===== config.mk =====
export PLATFORM = sky130hd
export DESIGN_NAME = pvec_stride_gen
export DESIGN_NICKNAME = d
export VERILOG_FILES = /design/src/rtl/pvec_pkg.sv /design/src/rtl/pvec_stride_gen.sv
export SDC_FILE = /design/constraint.sdc
export NUM_CORES = 1
export LEC_CHECK = 0
export BUFFER_PORTS_ARGS = -buffer_cell sky130_fd_sc_hd__buf_4
export CAP_MARGIN = 20
export CELL_PAD_IN_SITES_DETAIL_PLACEMENT = 0
export CELL_PAD_IN_SITES_GLOBAL_PLACEMENT = 1
export CORE_UTILIZATION = 42
export DETAILED_ROUTE_END_ITERATION = 8
export MAX_ROUTING_LAYER = met4
export PLACE_DENSITY_LB_ADDON = 0.1
export SKIP_LAST_GASP = 1
export SYNTH_ARGS = -nofsm -noshare
export SYNTH_HDL_FRONTEND = slang
export SYNTH_SLANG_ARGS = --single-unit
export TNS_END_PERCENT = 100

===== constraint.sdc =====
create_clock -name clk -period 15.9 [get_ports clk]
set_input_delay 0.795 -clock clk [delete_from_list [all_inputs] [get_ports clk]]
set_output_delay 0.795 -clock clk [all_outputs]
set_load 0.1 [all_outputs]

===== src/rtl/pvec_pkg.sv =====
// Package for the permuted volume element converter.
// Register indexes, reset values, fixed field widths and the setup state type.
// No dependencies.
`default_nettype none

package pvec_pkg;

    // Fixed field widths
    localparam int RAW_W         = 64;
    localparam int VALUE_W       = 64;
    localparam int CFG_IDX_W     = 3;
    localparam int CFG_DATA_W    = 64;
    localparam int SIZES_W       = 56;
    localparam int ORDER_W       = 21;
    localparam int ORDER_FIELD_W = 3;
    localparam int SCALE_W       = 32;
    localparam int OFFSET_W      = 32;
    localparam int FRAC_BITS     = 16;

    // Register reset values
    localparam logic [SIZES_W-1:0]  SIZES_RESET  = '0;
    localparam logic [ORDER_W-1:0]  ORDER_RESET  = 21'd1754760;
    localparam logic [SCALE_W-1:0]  SCALE_ONE    = 32'h0001_0000;
    localparam logic [OFFSET_W-1:0] OFFSET_RESET = '0;

    // Configuration register indexes
    typedef enum logic [CFG_IDX_W-1:0] {
        CFG_AXIS_SIZES  = 3'd0,
        CFG_AXIS_ORDER  = 3'd1,
        CFG_ELEM_BYTES  = 3'd2,
        CFG_ELEM_SIGNED = 3'd3,
        CFG_SWAP_EN     = 3'd4,
        CFG_SCALE       = 3'd5,
        CFG_OFFSET      = 3'd6
    } cfg_index_t;

    // Element width codes
    typedef enum logic [1:0] {
        ELEM_1B = 2'd0,
        ELEM_2B = 2'd1,
        ELEM_4B = 2'd2,
        ELEM_8B = 2'd3
    } elem_size_t;

    // Stride setup sequencer
    typedef enum logic [1:0] {
        SEQ_INIT,
        SEQ_STRIDE,
        SEQ_DELTA,
        SEQ_DONE
    } seq_state_t;

endpackage

`default_nettype wire


===== src/rtl/pvec_stride_gen.sv =====
// Stride and address-step setup for the converter.
// Builds per-axis strides from the axis order, then the address step taken
// when each axis advances. Depends on pvec_pkg.
`default_nettype none

module pvec_stride_gen
    import pvec_pkg::*;
#(
    parameter int NUM_AXES  = 7,
    parameter int AXIS_BITS = 8,
    parameter int ADDR_BITS = 32
) (
    input  wire logic                                   clk,
    input  wire logic                                   rst_n,
    input  wire logic                                   restart,
    input  wire logic [NUM_AXES-1:0][AXIS_BITS-1:0]     limits,
    input  wire logic [ORDER_W-1:0]                     axis_order,
    output logic                                        busy,
    output logic      [NUM_AXES-1:0][ADDR_BITS-1:0]     deltas
);

    localparam int IDX_W = (NUM_AXES > 1) ? $clog2(NUM_AXES) : 1;
    localparam int CNT_W = $clog2(NUM_AXES + 1);
    localparam logic [CNT_W-1:0] LAST_AXIS = CNT_W'(NUM_AXES - 1);
    localparam logic [CNT_W-1:0] CNT_ONE   = CNT_W'(1);

    seq_state_t state_reg, state_next;
    logic [CNT_W-1:0] i_reg, j_reg, k_reg;
    logic [ADDR_BITS-1:0] acc_reg;
    logic [NUM_AXES-1:0][ADDR_BITS-1:0] stride_reg;
    logic [NUM_AXES-1:0][ADDR_BITS-1:0] delta_reg;

    logic [ORDER_FIELD_W-1:0] tgt, src;
    logic tgt_ok, src_ok, row_end;
    logic [IDX_W-1:0] sel_idx;
    logic [AXIS_BITS:0] mul_fac;
    logic [ADDR_BITS+AXIS_BITS:0] mul_full;
    logic [ADDR_BITS-1:0] product;
    logic stride_init, stride_we, delta_we;

    // Order fields for the current position pair
    always_comb
    begin
        tgt     = axis_order[ORDER_FIELD_W*i_reg +: ORDER_FIELD_W];
        src     = axis_order[ORDER_FIELD_W*j_reg +: ORDER_FIELD_W];
        tgt_ok  = int'(tgt) < NUM_AXES;
        src_ok  = int'(src) < NUM_AXES;
        row_end = (j_reg == i_reg - CNT_ONE);
    end

    // Shared multiplier: stride times size, or stride times axis limit
    always_comb
    begin
        if (state_reg == SEQ_DELTA)
        begin
            sel_idx = k_reg[IDX_W-1:0];
            mul_fac = {1'b0, limits[k_reg[IDX_W-1:0]]};
        end
        else
        begin
            sel_idx = tgt[IDX_W-1:0];
            mul_fac = src_ok ? ({1'b0, limits[src[IDX_W-1:0]]} + 1'b1)
                             : (AXIS_BITS+1)'(1);
        end
        mul_full = stride_reg[sel_idx] * mul_fac;
        product  = mul_full[ADDR_BITS-1:0];
    end

    // Next state
    always_comb
    begin
        state_next = state_reg;
        case (state_reg)
            SEQ_INIT:   state_next = (NUM_AXES > 1) ? SEQ_STRIDE : SEQ_DELTA;
            SEQ_STRIDE: if (row_end && i_reg == LAST_AXIS) state_next = SEQ_DELTA;
            SEQ_DELTA:  if (k_reg == LAST_AXIS) state_next = SEQ_DONE;
            SEQ_DONE:   state_next = SEQ_DONE;
            default:    state_next = SEQ_INIT;
        endcase
        if (restart)
            state_next = SEQ_INIT;
    end

    // Outputs of the sequencer
    always_comb
    begin
        busy        = 1'b1;
        stride_init = 1'b0;
        stride_we   = 1'b0;
        delta_we    = 1'b0;
        case (state_reg)
            SEQ_INIT:   stride_init = 1'b1;
            SEQ_STRIDE: stride_we   = tgt_ok;
            SEQ_DELTA:  delta_we    = 1'b1;
            SEQ_DONE:   busy        = 1'b0;
            default:    busy        = 1'b1;
        endcase
    end

    // State and step counters
    always_ff @(posedge clk or negedge rst_n)
    begin
        if (!rst_n)
        begin
            state_reg <= SEQ_INIT;
            i_reg     <= CNT_ONE;
            j_reg     <= '0;
            k_reg     <= '0;
            acc_reg   <= '0;
        end
        else
        begin
            state_reg <= state_next;
            if (restart || stride_init)
            begin
                i_reg   <= CNT_ONE;
                j_reg   <= '0;
                k_reg   <= '0;
                acc_reg <= '0;
            end
            else if (state_reg == SEQ_STRIDE)
            begin
                if (row_end)
                begin
                    i_reg <= i_reg + CNT_ONE;
                    j_reg <= '0;
                end
                else
                    j_reg <= j_reg + CNT_ONE;
            end
            else if (delta_we)
            begin
                k_reg   <= k_reg + CNT_ONE;
                acc_reg <= acc_reg + product;
            end
        end
    end

    // Stride and step storage
    always_ff @(posedge clk)
    begin
        if (stride_init)
        begin
            for (int a = 0; a < NUM_AXES; a++)
                stride_reg[a] <= ADDR_BITS'(1);
        end
        else if (stride_we)
            stride_reg[sel_idx] <= product;
        // step when axis k advances: its stride minus the span of the lower axes
        if (delta_we)
            delta_reg[sel_idx] <= stride_reg[sel_idx] - acc_reg;
    end

    assign deltas = delta_reg;

endmodule

`default_nettype wire


## Word level (Yosys, flattened, before mapping)

Index checks and enable logic that the tools add are counted.
Widths: inputs -> output; s select.

- Bits in registers: 491
- Bits of input ports: 80
- Output and inout bits: 225
- Logic and storage cells: 89

- $add $sub $neg: 7
- Multiply operators: 3
- Order comparisons: 6
- Equality and inequality tests: 9
- Shift operators: 2
- Muxes and demuxes: 33
- Reductions and logical operators: 10

Operator list:

| kind | number |
|---|---|
| $bwmux 224 | 2 |
| $mux 32 | 5 |
| $bmux 32 s3 | 1 |
| $demux 32 s3 | 1 |
| $bmux 8 s3 | 2 |
| $shiftx 21x6->3 | 2 |
| $add 32x32->32 | 1 |
| $mul 32x9->32 | 1 |
| $sub 32x32->32 | 1 |
| $mux 3 | 10 |
| $mux 9 | 2 |
| $mux 8 | 2 |
| $lt 3x4->1 const B | 3 |
| $mul 2x3->5 const A | 2 |
| $add 3x1->3 const B | 3 |
| $add 8x1->9 const B | 1 |
| $pmux 2 s4 | 1 |
| $eq 3x3->1 const B | 2 |
| $lt 3x3->1 const B | 2 |
| $mux 2 | 3 |
| $reduce_and 2->1 | 3 |
| $reduce_bool 2->1 | 3 |
| $eq 2x2->1 const B | 2 |
| $mux 1 | 4 |
| other kinds (10) | 11 |

## Logic depth before layout (Yosys ltp)

- Depth after elaboration: 12
- Gate-level depth with buffers: 50
- Mapped depth without buffers: 44

## Worst setup path before layout

OpenSTA, ideal clock, no wires.

- Kind: input to register
- Start point: in axis_order[10]
- End point: reg acc_reg[31]
- Library setup time: 128 ps
- Arrival time: 10,053 ps
- Data required time: 15,772 ps
- Setup slack: 5,719 ps
- Stages on the path: 43
- Path buffers: 2
- Path through: mux2_1 -> mux4_2 -> buf_2 -> and2_1 -> o2bb2ai_1 -> or2_2 -> ha_1 -> nand3_1 -> o21ai_0 -> a31oi_1 -> clkbuf_1 -> nor2_1 -> fa_1 -> fa_1 -> inv_1 -> fa_1 -> fa_1 -> inv_1 -> (+7 left out) -> a21oi_1 -> a21oi_1 -> xor2_1 -> ha_1 -> a21o_1 -> a21o_1 -> a21o_1 -> a21o_1 -> nand2_1 -> o21ai_0 -> a211o_1 -> a21oi_1 -> a21oi_1 -> o221a_2 -> a221oi_1 -> xnor2_1 -> a21oi_1 -> o22ai_1

- Cells in the longest elaborated chain, start to end: 11
- Elaborated cells between the ends (all ways): 16
- Those cells by class: add/sub: 2; mul: 1; order compare: 1; shift: 2; mux: 10

Ends and longest elaborated chain:

| item | RTL line | RTL |
|---|---|---|
| from (decl) | pvec_stride_gen.sv:17 | `input wire logic [ORDER_W-1:0] axis_order,` |
| $shiftx 21x6->3 | pvec_stride_gen.sv:45 | `src = axis_order[ORDER_FIELD_W*j_reg +: ORDER_FIELD_W];` |
| $bmux 8 s3 | pvec_stride_gen.sv:62 | `mul_fac = src_ok ? ({1'b0, limits[src[IDX_W-1:0]]} + 1'b1)` |
| $mux 8 (implied by the code) | pvec_stride_gen.sv:62 |  |
| $add 8x1->9 | pvec_stride_gen.sv:62 |  |
| $mux 9 | pvec_stride_gen.sv:62 |  |
| $mux 9 | pvec_stride_gen.sv:54 | `if (state_reg == SEQ_DELTA)` |
| $mul 32x9->32 * | pvec_stride_gen.sv:65 | `mul_full = stride_reg[sel_idx] * mul_fac;` |
| via mul_full[16] | pvec_stride_gen.sv:37 | `logic [ADDR_BITS+AXIS_BITS:0] mul_full;` |
| $add 32x32->32 * | pvec_stride_gen.sv:134 | `acc_reg <= acc_reg + product;` |
| $mux 32 * | pvec_stride_gen.sv:131 | `else if (delta_we)` |
| $mux 32 * | pvec_stride_gen.sv:121 | `else if (state_reg == SEQ_STRIDE)` |
| $mux 32 * | pvec_stride_gen.sv:114 | `if (restart \|\| stride_init)` |
| to (signal assigned) | pvec_stride_gen.sv:134 |  |
| to (decl) | pvec_stride_gen.sv:29 | `logic [ADDR_BITS-1:0] acc_reg;` |

The timed path passes the listed nets; every way through them passes the cells marked *. The select of a mux whose other input is x is not followed.
A chain may end at the register's enable or synchronous reset.

## Worst setup path after layout

- Start point: reg i_reg[0]
- End point: reg acc_reg[31]

- Cells in the longest elaborated chain, start to end: 10

Ends and longest elaborated chain:

| item | RTL line | RTL |
|---|---|---|
| from (decl) | pvec_stride_gen.sv:28 | `logic [CNT_W-1:0] i_reg, j_reg, k_reg;` |
| from (signal assigned) | pvec_stride_gen.sv:125 | `i_reg <= i_reg + CNT_ONE;` |
| $mul 2x3->5 | pvec_stride_gen.sv:44 | `tgt = axis_order[ORDER_FIELD_W*i_reg +: ORDER_FIELD_W];` |
| $shiftx 21x6->3 | pvec_stride_gen.sv:44 |  |
| $mux 3 | pvec_stride_gen.sv:54 |  |
| $bmux 32 s3 | pvec_stride_gen.sv:65 |  |
| $mux 32 (implied by the code) | pvec_stride_gen.sv:65 |  |
| $mul 32x9->32 | pvec_stride_gen.sv:65 |  |
| via mul_full[16] | pvec_stride_gen.sv:37 |  |
| $add 32x32->32 | pvec_stride_gen.sv:134 |  |
| $mux 32 | pvec_stride_gen.sv:131 |  |
| $mux 32 | pvec_stride_gen.sv:121 |  |
| $mux 32 | pvec_stride_gen.sv:114 |  |

The timed path passes the listed nets, and every way through them passes these cells. The select of a mux whose other input is x is not followed.

==> reports/metrics.json <==
{
  "yosys": {
    "synth_area_sq_mm": 0.0301,
    "synth_enable_flop_cells": 224,
    "yosys-top-cells-area": "sky130_fd_sc_hd__edfxtp_1, sky130_fd_sc_hd__dfxtp_1, sky130_fd_sc_hd__fa_1",
    "postSynthAreaPerCell_sq_um": 9.23,
    "ys_dominant_reg_cell": "sky130_fd_sc_hd__edfxtp_1",
    "synth.most_common_cell": "sky130_fd_sc_hd__nand2_1",
    "netlist_top_cells_count": "sky130_fd_sc_hd__nand2_1, sky130_fd_sc_hd__a21oi_1, sky130_fd_sc_hd__inv_1",
    "netlist_instances": 3257,
    "synth.yosys.warnings": 0,
    "synth_seq_cells": 491,
    "netlist.area_leader.share_pct": 22.4,
    "synth_cell_types": 92,
    "mappedNetlistNets": 3628,
    "synth_largest_area_cell": "sky130_fd_sc_hd__edfxtp_1",
    "synth.yosys.seq_area_share_pct": 40.9,
    "async_reset_ff_share_pct": 8.76
  },
  "cells_and_area": {
    "num_antenna_cells": 0,
    "fin_area_sq_mm": 0.0353,
    "synth_to_layout_area_growth_pct": 17.3,
    "layout.core_utilization_pct": 50.1,
    "post_route_cells_drive_above_1_share_pct": 14.9,
    "nNetsFinal": 3891
  },
  "drt": {
    "first_pass_iters": 5,
    "avgViaCountPerCell": 5.45,
    "drt_first_iter_violations": 1705,
    "detail_route.wl_per_cell_um": 21.3,
    "vias": 24515,
    "routed_wl_um": 96100,
    "route.antenna.remaining_nets": 0,
    "post-route-drc-count": 0
  },
  "timing": {
    "hold_viol": 0,
    "slew_viol_final": 0,
    "setup_tns_ps": 0,
    "share_of_the_clock_period_used_by_the_worst_path_after_layout_pct": 75.3,
    "setup_violations_final": 0,
    "timing.max_slew.rel_slack_pct": 12.4,
    "fmaxAchievable_ghz": 0.0835,
    "worst_clock_skew_ps": 41.2,
    "unrepaired_setup_endpoints_after_global_routing": "false",
    "post-route-min-period_ps": 11980,
    "tightest_slew_ps": 1310
  },
  "die": {
    "io_pins": 305,
    "die_area_sq_mm": 0.0727,
    "die_height_um": 270,
    "core-area_sq_mm": 0.0704,
    "die-width_um": 270,
    "initial_utilization_pct": 42.7,
    "placementRows": 97
  },
  "clock_tree": {
    "cts.sink_count": 491,
    "cts.clk_slew.worst_paths_ps": 60,
    "hold_buffers": 0,
    "post_cts_buffers": 0,
    "cts_resizes": 0,
    "htree_num_levels": 2,
    "numCtsBuffers": 53,
    "clockBufferDepth": 3,
    "clock_tree_root_driver_cell": "sky130_fd_sc_hd__clkbuf_16",
    "cts_tree": "yes",
    "clk-insertion-delay-late_ps": 620
  },
  "worst_setup_path": {
    "worst-endpoint-required_ps": 16400,
    "path_delay_family": "compound AO/OA/AOI/OAI gates",
    "timing.reg2reg.worst_path_depth": 43,
    "end_kind": "flop",
    "r2r-start": "i_reg[0]",
    "setup.worst_path.start": "i_reg[0]",
    "crit_path_max_incr_delay_ps": 850,
    "r2r_end": "acc_reg[31]",
    "critPathLaunchType": "flop",
    "timing.setup.critical_path_class": "flop to flop",
    "cp_slowest_cell": "sky130_fd_sc_hd__o21ai_0",
    "reg_to_reg_setup_timing_slack_ps": 3920,
    "critPathArrivalTime_ps": 12480,
    "critical_path.n_buffers_inverters": 5,
    "cp_max_fo": 30,
    "crit_top_cell": "sky130_fd_sc_hd__a21oi_1"
  },
  "flow_run": {
    "drv_cap": 0
  },
  "outcome": {
    "result_of_the_run": "complete, no violations"
  },
  "min_path": {
    "worst_hold_path_type": "input pin to async pin"
  },
  "global_route": {
    "final_global_route_overflow_total": 0,
    "number_of_antenna_violations_at_the_first_check_in_global_routing": 0,
    "grt_util_all_layers_pct": 27.1,
    "number_of_global_route_vias_before_repair": 24409,
    "grt_start_max_net_pins": 112,
    "wire_length_of_the_first_global_routing_pass_um": 148000
  },
  "placement": {
    "gpl.final_weighted_congestion": 0.896,
    "port-buffer-count": 304,
    "detailed_place.area_sq_mm": 0.0335,
    "dpl_hpwl_um": 68600
  }
}
==> worst register-to-register path, delay by kind of cell, from the launching register on <==
kind,cells,cell delay [ps]
flops,1,830
simple gates,4,720
fa+ha+maj,6,2510
buf+inv,5,900
compound gates,24,5390
mux,2,760
xor+xnor,2,730
==> cells by family after synthesis <==
| logic type | share of synthesized area, % |
|---|---|
| simple gates | 16.4 |
| compound gates | 13.5 |
| flops | 40.9 |
| buf+inv | 5.89 |
| fa+ha+maj | 16.6 |
| mux | 3.93 |
| xor+xnor | 2.82 |
==> layout by cell type, fill, tap and decap left out, types with 9 or more instances in the layout <==
cell type                   count
sky130_fd_sc_hd__clkbuf_16     55
sky130_fd_sc_hd__nand3_1       36
sky130_fd_sc_hd__nor3_1        18
sky130_fd_sc_hd__a31oi_1       16
sky130_fd_sc_hd__a21o_1        28
sky130_fd_sc_hd__fa_1         181
sky130_fd_sc_hd__nor2b_1       48
sky130_fd_sc_hd__xnor2_1       52
sky130_fd_sc_hd__a22oi_1        9
sky130_fd_sc_hd__and2_1        13
sky130_fd_sc_hd__nor2_1       245
sky130_fd_sc_hd__o211ai_1      20
sky130_fd_sc_hd__o22ai_1       18
sky130_fd_sc_hd__o21a_1        17
sky130_fd_sc_hd__o31ai_1       10
sky130_fd_sc_hd__edfxtp_1     224
sky130_fd_sc_hd__o21bai_1      14
sky130_fd_sc_hd__a211oi_1      14
sky130_fd_sc_hd__dfxtp_1      224
sky130_fd_sc_hd__nor2_2         9
sky130_fd_sc_hd__inv_1        289
sky130_fd_sc_hd__buf_4        370
sky130_fd_sc_hd__nand2b_1      32
sky130_fd_sc_hd__clkbuf_1      11
sky130_fd_sc_hd__dfrtp_1       42
sky130_fd_sc_hd__a21oi_1      311
sky130_fd_sc_hd__mux4_2        17
sky130_fd_sc_hd__nand2_1      690
sky130_fd_sc_hd__mux2i_1       67
sky130_fd_sc_hd__o21ai_0      119
sky130_fd_sc_hd__ha_1         110
sky130_fd_sc_hd__nand4_1        9
sky130_fd_sc_hd__and3_1        20
sky130_fd_sc_hd__xor2_1        33
==> final cells by class <==
cell class	count	area [sq um]
Fill cell	6635	35100
Multi-Input combinational cell	2312	16200
Sequential cell	491	12300
Timing Repair Buffer	372	2830
Clock buffer	74	1530
Tap cell	940	1180
Inverter	290	1090
Clock inverter	23	205
==> stage by stage <==
stage / worst slack (ps) / cells / hold slack [ps]
2_1_floorplan: 5720 / 3257 / 432
3_3_place_gp: 4130 / 4397 / 439
3_5_place_dp: 4050 / 4402 / 445
4_1_cts: 3990 / 4499 / 197
5_1_grt: 3270 / 4502 / 235
6_report: 3920 / 4502 / 189
==> worst max-delay path by stage <==
stage / endpoint / cells past startpoint
floorplan: acc_reg[31] / 43
global placement: acc_reg[31] / 44
detailed placement: acc_reg[31] / 43
CTS: acc_reg[31] / 43
global route: acc_reg[31] / 43
finish: acc_reg[31] / 43
==> layer usage <==
metal,vias to the layer above,track usage [%],part of all wire [%]
li1,11477,-,-
met1,12166,35.9,45
met3,125,3.63,5.8
met4,0,6.35,2.1
met2,747,43.9,47
met5,-,-,0
Power is not shown: default switching activity piles up to over one toggle a cycle in this logic, so the estimate is an artifact.
